## src/hw/rtl/lapd_pkg.sv

```systemverilog
// ----------------------------------------------------------------------------
// lapd_pkg
// Types, constants and codes shared by the predictor decoder modules.
// ----------------------------------------------------------------------------
package lapd_pkg;

	localparam int MAX_CHANNELS   = 8;
	localparam int MAX_ORDER      = 32;
	localparam int MAX_MEANS      = 8;
	localparam int COEF_FRAC_BITS = 5;

	localparam int CH_W    = $clog2(MAX_CHANNELS);
	localparam int CHC_W   = $clog2(MAX_CHANNELS + 1);
	localparam int ORD_W   = $clog2(MAX_ORDER);
	localparam int ORDC_W  = $clog2(MAX_ORDER + 1);
	localparam int MEAN_W  = $clog2(MAX_MEANS);
	localparam int MCNT_W  = $clog2(MAX_MEANS + 1);
	localparam int HIST_D  = MAX_CHANNELS * MAX_ORDER;
	localparam int HADDR_W = CH_W + ORD_W;
	localparam int MEAN_D  = MAX_CHANNELS * MAX_MEANS;
	localparam int MADDR_W = CH_W + MEAN_W;
	localparam int OSUM_W  = 32 + MEAN_W + 1;
	localparam int DIV_W   = 49;
	localparam int DVS_W   = 16;
	localparam int DCNT_W  = $clog2(DIV_W + 1);

	localparam logic [1:0] OP_START = 2'd0;
	localparam logic [1:0] OP_COEF  = 2'd1;
	localparam logic [1:0] OP_RESID = 2'd2;
	localparam logic [1:0] OP_SHIFT = 2'd3;

	localparam logic [2:0] PRED_ZERO  = 3'd0;
	localparam logic [2:0] PRED_MEAN  = 3'd1;
	localparam logic [2:0] PRED_DIFF1 = 3'd2;
	localparam logic [2:0] PRED_DIFF2 = 3'd3;
	localparam logic [2:0] PRED_DIFF3 = 3'd4;
	localparam logic [2:0] PRED_LPC   = 3'd5;

	localparam logic [1:0] REG_FORMAT   = 2'd0;
	localparam logic [1:0] REG_MEANS    = 2'd1;
	localparam logic [1:0] REG_INIT     = 2'd2;
	localparam logic [1:0] REG_CHANNELS = 2'd3;

	typedef struct packed {
		logic [1:0]  op;
		logic [2:0]  pred;
		logic [ORDC_W-1:0] order;
		logic [31:0] value;
		logic [5:0]  shift;
		logic        last;
	} item_t;

	typedef struct packed {
		logic        format_v2;
		logic [3:0]  mean_blocks;
		logic [15:0] initial_mean;
		logic [3:0]  num_channels;
		logic        mean_fill;
	} cfg_t;

endpackage

```

## src/hw/rtl/lapd_front.sv

```systemverilog
// ----------------------------------------------------------------------------
// lapd_front
// Accepts input requests, normalizes predictor and order, and queues them.
// ----------------------------------------------------------------------------
module lapd_front (
	input  logic                 clk,
	input  logic                 arst_n,
	input  logic                 in_valid,
	output logic                 in_ready,
	input  logic [1:0]           op,
	input  logic [2:0]           predictor,
	input  logic [5:0]           order,
	input  logic signed [31:0]   value,
	input  logic [5:0]           shift_amount,
	input  logic                 block_end,
	output logic                 q_valid,
	output lapd_pkg::item_t      q_item,
	input  logic                 q_pop
);

	lapd_pkg::item_t ent_q [2];
	lapd_pkg::item_t cls;
	logic       wp_q, rp_q;
	logic [1:0] cnt_q;
	logic       push;

	always_comb begin
		cls.op    = op;
		// Unused predictor codes decode as the zero predictor.
		cls.pred  = (predictor > lapd_pkg::PRED_LPC) ? lapd_pkg::PRED_ZERO : predictor;
		cls.order = (order > 6'(lapd_pkg::MAX_ORDER)) ?
			lapd_pkg::ORDC_W'(lapd_pkg::MAX_ORDER) : lapd_pkg::ORDC_W'(order);
		cls.value = value;
		cls.shift = shift_amount;
		cls.last  = block_end;
	end

	assign in_ready = (cnt_q != 2'd2);
	assign push     = in_valid && in_ready;
	assign q_valid  = (cnt_q != 2'd0);
	assign q_item   = ent_q[rp_q];

	always_ff @(posedge clk) begin
		if (push) begin
			ent_q[wp_q] <= cls;
		end
	end

	always_ff @(posedge clk or negedge arst_n) begin
		if (!arst_n) begin
			wp_q  <= 1'b0;
			rp_q  <= 1'b0;
			cnt_q <= 2'd0;
		end else begin
			if (push) begin
				wp_q <= ~wp_q;
			end
			if (q_pop) begin
				rp_q <= ~rp_q;
			end
			cnt_q <= cnt_q + {1'b0, push} - {1'b0, q_pop};
		end
	end

endmodule

```

## config.mk

```make
export PLATFORM = sky130hd
export DESIGN_NAME = lapd_front
export DESIGN_NICKNAME = d
export VERILOG_FILES = /design/src/hw/rtl/lapd_pkg.sv /design/src/hw/rtl/lapd_front.sv
export SDC_FILE = /design/constraint.sdc
export NUM_CORES = 1
export LEC_CHECK = 0
export ABC_AREA = 1
export BUFFER_PORTS_ARGS = -buffer_cell sky130_fd_sc_hd__clkbuf_2
export CORE_MARGIN = 5
export CORE_UTILIZATION = 45
export CTS_CLUSTER_DIAMETER = 120
export CTS_CLUSTER_SIZE = 12
export DETAILED_ROUTE_END_ITERATION = 8
export PLACE_DENSITY = 0.66
export SYNTH_ARGS = -nofsm -noshare
export SYNTH_HDL_FRONTEND = slang
export SYNTH_SLANG_ARGS = --single-unit
```

## constraint.sdc

```tcl
create_clock -name clk -period 3.5 [get_ports clk]
set_input_delay 0.35 -clock clk [delete_from_list [all_inputs] [get_ports clk]]
set_output_delay 0.35 -clock clk [all_outputs]
set_load 0.1 [all_outputs]
```

==> results of run 1 <==
==> metal layers <==
| layer | GRT usage | wire, microns | vias to the layer above |
|---|---|---|---|
| met5 | 0 | 0 | - |
| met1 | 0.139 | 2750 | 969 |
| met4 | 0.0472 | 105 | 0 |
| met2 | 0.221 | 3540 | 65 |
| met3 | 0.0358 | 434 | 11 |
| li1 | - | - | 984 |
==> cells in the final DEF, fill, tap and decap left out <==
| cell type | Yosys | routed |
|---|---|---|
| sky130_fd_sc_hd__mux2_2 | 1 | 1 |
| sky130_fd_sc_hd__a21boi_0 | 1 | 1 |
| sky130_fd_sc_hd__buf_12 | 5 | 2 |
| sky130_fd_sc_hd__mux2_4 | 49 | 49 |
| sky130_fd_sc_hd__nor2_4 | 0 | 2 |
| sky130_fd_sc_hd__nor2_1 | 9 | 7 |
| sky130_fd_sc_hd__clkbuf_8 | 0 | 9 |
| sky130_fd_sc_hd__dlygate4sd3_1 | 0 | 1 |
| sky130_fd_sc_hd__edfxtp_1 | 100 | 100 |
| sky130_fd_sc_hd__nand2_1 | 9 | 9 |
| sky130_fd_sc_hd__xor2_1 | 1 | 1 |
| sky130_fd_sc_hd__xnor2_1 | 1 | 1 |
| sky130_fd_sc_hd__clkinv_2 | 0 | 2 |
| sky130_fd_sc_hd__ha_1 | 1 | 1 |
| sky130_fd_sc_hd__inv_1 | 12 | 12 |
| sky130_fd_sc_hd__clkinv_4 | 0 | 2 |
| sky130_fd_sc_hd__clkinvlp_4 | 0 | 1 |
| sky130_fd_sc_hd__dfrtp_1 | 4 | 3 |
| sky130_fd_sc_hd__nand3_1 | 2 | 2 |
| sky130_fd_sc_hd__clkinv_1 | 0 | 1 |
| sky130_fd_sc_hd__inv_6 | 0 | 1 |
| sky130_fd_sc_hd__clkbuf_2 | 0 | 105 |
| sky130_fd_sc_hd__a21oi_1 | 4 | 4 |
| sky130_fd_sc_hd__dfrtp_4 | 0 | 1 |
==> final cells by class <==
type / instances / area share
Sequential cell: 104 / 0.630
Timing Repair Buffer: 108 / 0.117
Clock inverter: 7 / 0.00963
Inverter: 12 / 0.00913
Multi-Input combinational cell: 78 / 0.182
Clock buffer: 9 / 0.0251
Tap cell: 111 / 0.0281
==> final timing paths <==
check                                         end  slack, ns
min reg2reg                    cnt_q[0]$_DFF_PN0_       0.53
max                                    q_item[43]       0.96
max reg2reg                ent_q[0][43]$_DFFE_PP_       1.57
min in group asynchronous      cnt_q[0]$_DFF_PN0_       0.35
min                        ent_q[1][26]$_DFFE_PP_       0.18
max in group asynchronous        rp_q$_DFFE_PN0P_       3.01
==> flip-flops by register name, indices dropped and copies added (netlist names) <==
signal  flops
cnt_q       2
rp_q        1
wp_q        1
ent_q     100
==> metrics by stage <==
stage | worst slack, ns | std cells | util
floorplan | 0.314 | 201 | -
global placement | 1.27 | 412 | 0.522
detailed placement | 1.29 | 412 | 0.522
CTS | 0.891 | 429 | 0.542
global route | 0.817 | 429 | 0.542
finish | 0.958 | 429 | 0.542
==> kinds of logic (layout without fill, tap and decap cells) <==
| logic type | count (synthesis) | count (layout) |
|---|---|---|
| and+or+nand+nor | 20 | 20 |
| buffers and inverters | 19 | 136 |
| muxes | 50 | 50 |
| AOI/OAI and AO/OA | 5 | 5 |
| xor gates and xnor gates | 2 | 2 |
| DFF | 104 | 104 |
| adders and majority gates | 1 | 1 |
==> what timing repair did <==
item	CTS	global route
hold buffers	1	0
setup endpoints to repair	0	0
endpoints found under the hold margin	4	0
==> worst max-delay path, delay by kind of cell, from the launching register on <==
kind | cells | cell delay [ns]
buf+inv | 1 | 0.37
flops | 1 | 1.06
mux | 1 | 0.41
==> reports/metrics.sh, run 1 <==
OUTCOME='completed'
CLOCK_SKEW_NS=0.00848
DIE_AREA_SQ_UM=11200
HOLD_CLASS='input port to flop'
INITIAL_ANTENNA_VIOLATION_COUNT=0
FINALHOLDWORSTSLACK_NS=0.185
IO-PIN-COUNT=106
SETUP_VIOL=0
CLKSINKCOUNT=104
CLK_LATENCY_NS=0.35
FINALINSTANCEAREA_SQ_UM=4930
GRT_SETUP_UNREPAIRED='no'
LAYOUT.NETS=368
SYNTHXORXNORAREAFRAC=0.00423
CLOCK_TREE.ROOT_CELL='sky130_fd_sc_hd__clkbuf_8'
CRITICAL_PATH_PEAK_FANOUT=51
YS.FLOP_TYPE='sky130_fd_sc_hd__edfxtp_1'
SYNTH_MUX_AREA_FRAC=0.180
SYN_NETS=256
EDFF_COUNT_SYNTH=100
TIMING.HOLD.WORST.START='value[19]'
WORST_PATH_LARGEST_CELL_DELAY_NS=1.06
CTS_MAX_LEVEL=3
CLKTRANSATPATHREGS_NS=0.10
CORE-AREA_SQ_UM=9110
FINAL_MIN_PERIOD_OVER_CLOCK_PERIOD=0.726
STARTPOINT_TYPE='flop'
RR_WORST_DEPTH=4
ANTENNA_VIOLATING_NETS_POST_ROUTE=0
WORST_SLEW_PIN_SLEW_NS=0.935
FP-ROW-COUNT=35
ANTENNA_CELLS=0
FINALHOLDVIOLCOUNT=0
POST_DRT_VIA_CELL_RATIO=4.73
SYNTH.FF_LATCH_COUNT=104
FIN_SETUP_TNS_NS=0
YS_SEQ_AREA_FRAC=0.749
POSTSYNTHCELLCOUNT=201
SYN2LAYOUT_AREA_GROWTH_PCT=19.0
SIMPLE_GATE_PORTION_OF_THE_SYNTHESIZED_AREA=0.0187
YOSYS.CELL_COUNT.TOP_TYPE='sky130_fd_sc_hd__edfxtp_1'
TIMING.CRITICAL_PATH.CELLS='mux2_2 -> clkbuf_2'
WORST_PATH_MAX_DELAY_CELL='sky130_fd_sc_hd__dfrtp_4'
MAPPEDNETLISTAREA_SQ_UM=4150
LAYOUT-DRIVE-GT1-SHARE=0.550
SYNTH_CELL_TYPE_COUNT=16
PLACED_AREA_SQ_UM=4750
FINAL-MAX-SLEW-VIOLATION-COUNT=0
SYNTH.AVG_CELL_AREA_SQ_UM=20.6
PLACEMENT.IO_BUFFERS=105
CELL_TYPE_CONTRIBUTING_THE_MOST_TOTAL_CELL_AREA_AFTER_SYNTHESIS='sky130_fd_sc_hd__edfxtp_1'
NETLIST.AREA_LEADER.SHARE=0.724
CTS_BUFFER_DEPTH=2
SYNTHTOPCELLSBYCOUNT='sky130_fd_sc_hd__edfxtp_1, sky130_fd_sc_hd__mux2_4, sky130_fd_sc_hd__inv_1'
GRT_FIRST_PASS_WIRELENGTH_MICRONS=10500
INITIAL_CORE_UTIL=0.455
CRITICAL_PATH.ENDPOINT_TYPE='output port'
TRITONCTS='built'
CLOCK.FMAX_MHz=393
SYNTH-COMPOUND-AREA-SHARE=0.00664
SLEW-LIMIT-HEADROOM=0.377
SEQUENTIAL_CELL_AREA_SQ_UM=3110
DRCVIOLATIONCOUNT=0
CTS_RESIZED=0
DETAILEDROUTE.FIRSTITERATIONVIOLATIONS=57
DATA_REQUIRED_TIME_OF_THE_CRITICAL_PATH_NS=3.15
DETAILED_PLACE_HPWL_MICRONS=4590
FILL_CELLS=765
DRT-WIRELENGTH-PER-CELL_MICRONS=15.9
SYNTH_TOP_FAMILY_BY_AREA='multiplexers'
WORSTSETUPSTARTPOINT='rp_q$_DFFE_PN0P_'
DETAILROUTE.VIA_COUNT=2029
DIE-WIDTH_MICRONS=106
SYNTHADDERAREAFRAC=0.00302
DETAIL_ROUTE.FIRST_PASS.ITERATIONS=4
FP.DIEH_MICRONS=106
OVERFLOW=0
WARNINGS_FROM_YOSYS=0
ARRIVAL_TIME_AT_THE_WORST_ENDPOINT_NS=2.19
GRT_START_MAX_NET_PINS=52
CTS_BUFFERS=9
WL_MICRONS=6830
REGTOREGSTARTPOINT='cnt_q[1]$_DFF_PN0_'
VIA_COUNT_OF_THE_FIRST_GLOBAL_ROUTING_PASS=2164
SYNTH_TOP_CELLS_BY_AREA='sky130_fd_sc_hd__edfxtp_1, sky130_fd_sc_hd__mux2_4, sky130_fd_sc_hd__buf_12'
GROUTE.USAGE.OVERALL=0.123
COUNT_OF_MAX_CAP_CONSTRAINT_VIOLATIONS=0
SYNTH_ASYNC_SR_FLOP_SHARE=0.0385
TOTAL_AREA_OF_MULTI_INPUT_COMBINATIONAL_CELLS_SQ_UM=897
FINALWEIGHTEDCONGESTION=0.673
MIN_DELAY_PATH_DEPTH=1
POST-ROUTE-MIN-PERIOD_NS=2.54
CTS_SETUP_BUFFERS=0
TYPE_OF_THE_WORST_SETUP_PATH='flop to output port'
Power of run 1 is not shown: default switching activity piles up to over one toggle a cycle in this logic, so the estimate is an artifact.
==> run 2, diff against run 1 <==
Settings changed: ABC_AREA 1 to 0, PLACE_DENSITY 0.66 to 0.68.
Clock period 3.5 ns to 2.1 ns, I/O delays scaled along.
==> reports/metrics.sh, run 2 <==
VIA_COUNT_OF_THE_FIRST_GLOBAL_ROUTING_PASS=2115
SYNTH_TOP_FAMILY_BY_AREA='multiplexers'
FIN_SETUP_TNS_NS=0
ANTENNA_VIOLATING_NETS_POST_ROUTE=0
SYNTH_ASYNC_SR_FLOP_SHARE=0.0385
SYNTHTOPCELLSBYCOUNT='sky130_fd_sc_hd__edfxtp_1, sky130_fd_sc_hd__mux2_4, sky130_fd_sc_hd__nor2b_1'
SYNTH.AVG_CELL_AREA_SQ_UM=22.4
REGTOREGSTARTPOINT='cnt_q[1]$_DFF_PN0_'
WORST_PATH_MAX_DELAY_CELL='sky130_fd_sc_hd__dfrtp_4'
WORST_SLEW_PIN_SLEW_NS=0.541
LEADING_CELL_TYPE_IN_THE_LAYOUT_FILL_AND_TAPS_EXCLUDED='sky130_fd_sc_hd__edfxtp_1'
SYN_NETS=237
STDCELL_COUNT=413
SYNTHXORXNORAREAFRAC=0.00859
WARNINGS_FROM_YOSYS=0
CLOCK.FMAX_MHz=525
INITIAL_ANTENNA_VIOLATION_COUNT=0
CTS_HOLD_BUFFERS=1
CRITICAL_PATH_PEAK_FANOUT=13
DIE-WIDTH_MICRONS=105
SYNTH-COMPOUND-AREA-SHARE=0.00644
DETAILEDROUTE.FIRSTITERATIONVIOLATIONS=50
CELL_TYPE_CONTRIBUTING_THE_MOST_TOTAL_CELL_AREA_AFTER_SYNTHESIS='sky130_fd_sc_hd__edfxtp_1'
ARRIVAL_TIME_AT_THE_WORST_ENDPOINT_NS=1.70
PLACEMENT.IO_BUFFERS=105
POSTSYNTHCELLCOUNT=182
HOLD_CLASS='input port to flop'
SYNTH_MUX_AREA_FRAC=0.183
LARGEST_REGISTERS='ent_q (100), cnt_q (2)'
DATA_REQUIRED_TIME_OF_THE_CRITICAL_PATH_NS=1.89
WL_MICRONS=6820
CTS_BUFFER_DEPTH=2
OVERFLOW=0
TIMING.CRITICAL_PATH.CELLS='buf_4 -> mux2_4 -> buf_12'
DIE_AREA_SQ_UM=11100
YS_SEQ_AREA_FRAC=0.761
MAX_FLOP_REGISTER='ent_q'
CTS_RESIZED=0
OUTCOME='completed'
FINALHOLDVIOLCOUNT=0
DETAIL_ROUTE.FIRST_PASS.ITERATIONS=4
DETAILROUTE.VIA_COUNT=1994
PRE_CTS_SLACK_NS=0.572
TOTAL_AREA_OF_MULTI_INPUT_COMBINATIONAL_CELLS_SQ_UM=922
EDFF_COUNT_SYNTH=100
INITIAL_CORE_UTIL=0.465
ANTENNA_CELLS=0
FINAL_MIN_PERIOD_OVER_CLOCK_PERIOD=0.907
PLACED_CELLS=394
FILL_CELLS=613
SYNTH_CELL_TYPE_COUNT=19
CLKSINKCOUNT=104
CLK_LATENCY_NS=0.35
IO-PIN-COUNT=106
SYN2LAYOUT_AREA_GROWTH_PCT=40.8
GRT_SETUP_UNREPAIRED='no'
FP-ROW-COUNT=34
YS.FLOP_TYPE='sky130_fd_sc_hd__edfxtp_1'
TIMING.HOLD.WORST.START='value[14]'
DRT-WIRELENGTH-PER-CELL_MICRONS=16.5
SYNTHADDERAREAFRAC=0.00307
SLEW-LIMIT-HEADROOM=0.641
LARGEST_REGISTER_FF_COUNT=100
REGTOREGSETUPSLACK_NS=0.60
CTS_MAX_LEVEL=3
CLKTRANSATPATHREGS_NS=0.10
STARTPOINT_TYPE='flop'
SIMPLE_GATE_PORTION_OF_THE_SYNTHESIZED_AREA=0.0203
TYPE_OF_THE_WORST_SETUP_PATH='flop to output port'
GROUTE.USAGE.OVERALL=0.130
CLOCK_TREE.ROOT_CELL='sky130_fd_sc_hd__clkbuf_8'
GRT_START_MAX_NET_PINS=38
FP.DIEH_MICRONS=105
NETLIST.AREA_LEADER.SHARE=0.736
FINAL-MAX-SLEW-VIOLATION-COUNT=0
MOST-COMMON-LAYOUT-CELLS='sky130_fd_sc_hd__edfxtp_1, sky130_fd_sc_hd__clkbuf_2, sky130_fd_sc_hd__buf_12'
MAPPEDNETLISTAREA_SQ_UM=4080
SYNTH.FF_LATCH_COUNT=104
CORE-AREA_SQ_UM=8760
FINALWORSTSETUPSLACK_NS=0.195
SETUP_VIOL=0
CPLARGESTDELAYFAMILY='flip-flops'
DRCVIOLATIONCOUNT=0
LAYOUT.NETS=355
WORSTSETUPSTARTPOINT='rp_q$_DFFE_PN0P_'
CRITICAL_PATH.ENDPOINT_TYPE='output port'
CTS_SETUP_BUFFERS=0
FINALWEIGHTEDCONGESTION=0.667
CLOCK_SKEW_NS=0.0124
CRITPATHBUFINV=2
TRITONCTS='built'
YOSYS.CELL_COUNT.TOP_TYPE='sky130_fd_sc_hd__edfxtp_1'
COUNT_OF_MAX_CAP_CONSTRAINT_VIOLATIONS=0
SYNTH_TOP_CELLS_BY_AREA='sky130_fd_sc_hd__edfxtp_1, sky130_fd_sc_hd__mux2_4, sky130_fd_sc_hd__dfrtp_1'
WORST_PATH_LARGEST_CELL_DELAY_NS=0.52
GRT_FIRST_PASS_WIRELENGTH_MICRONS=11000
SEQUENTIAL_CELL_AREA_SQ_UM=3110
LAYOUT-DRIVE-GT1-SHARE=0.607
POST_DRT_VIA_CELL_RATIO=4.83
POST-ROUTE-MIN-PERIOD_NS=1.91
CTS_BUFFERS=9
==> run 2: worst paths after layout <==
kind                                          end  cells past startpoint
setup reg to reg           ent_q[1][30]$_DFFE_PP_                      3
min in group asynchronous      cnt_q[1]$_DFF_PN0_                      2
hold reg to reg                  wp_q$_DFFE_PN0P_                      1
setup / recovery                       q_item[10]                      3
max in group asynchronous        rp_q$_DFFE_PN0P_                      2
hold / removal             ent_q[0][21]$_DFFE_PP_                      1
==> run 2: kinds of logic after synthesis <==
logic type	count (synthesis)
DFF	104
muxes	50
and+or+nand+nor	13
buffers and inverters	7
xor gates and xnor gates	4
AOI/OAI and AO/OA	3
adders and majority gates	1
==> run 2: cell type report <==
cell class,count,share of cell area
sequential,104,0.541
timing repair buffer,114,0.240
multi-input combinational,71,0.161
tap,108,0.0235
clock buffer,9,0.0216
clock inverter,7,0.0137
==> run 2: through the flow <==
step                instance area (sq um)  hold WS (ns)  utilization
CTS                                  5720        0.0158        0.653
detailed placement                   5510        0.0269        0.629
global placement                     5510        0.0222        0.629
finish                               5740        0.0389        0.655
floorplan                            4100       -0.0856            -
global route                         5740       0.00604        0.655
==> run 2: worst register-to-register path, delay by kind of cell, from the launching register on <==
kind	cells	cell delay, ns
DFF	1	0.47
buffers and inverters	1	0.37
and+or+nand+nor	2	0.31
==> run 2: routing by layer <==
layer / track usage / part of all wire / vias up
li1: - / - / 942
met1: 0.144 / 0.38 / 981
met2: 0.225 / 0.54 / 61
met3: 0.0444 / 0.063 / 10
met4: 0.0603 / 0.018 / 0
met5: 0 / 0 / -
Power of run 2 is left out for the same reason.
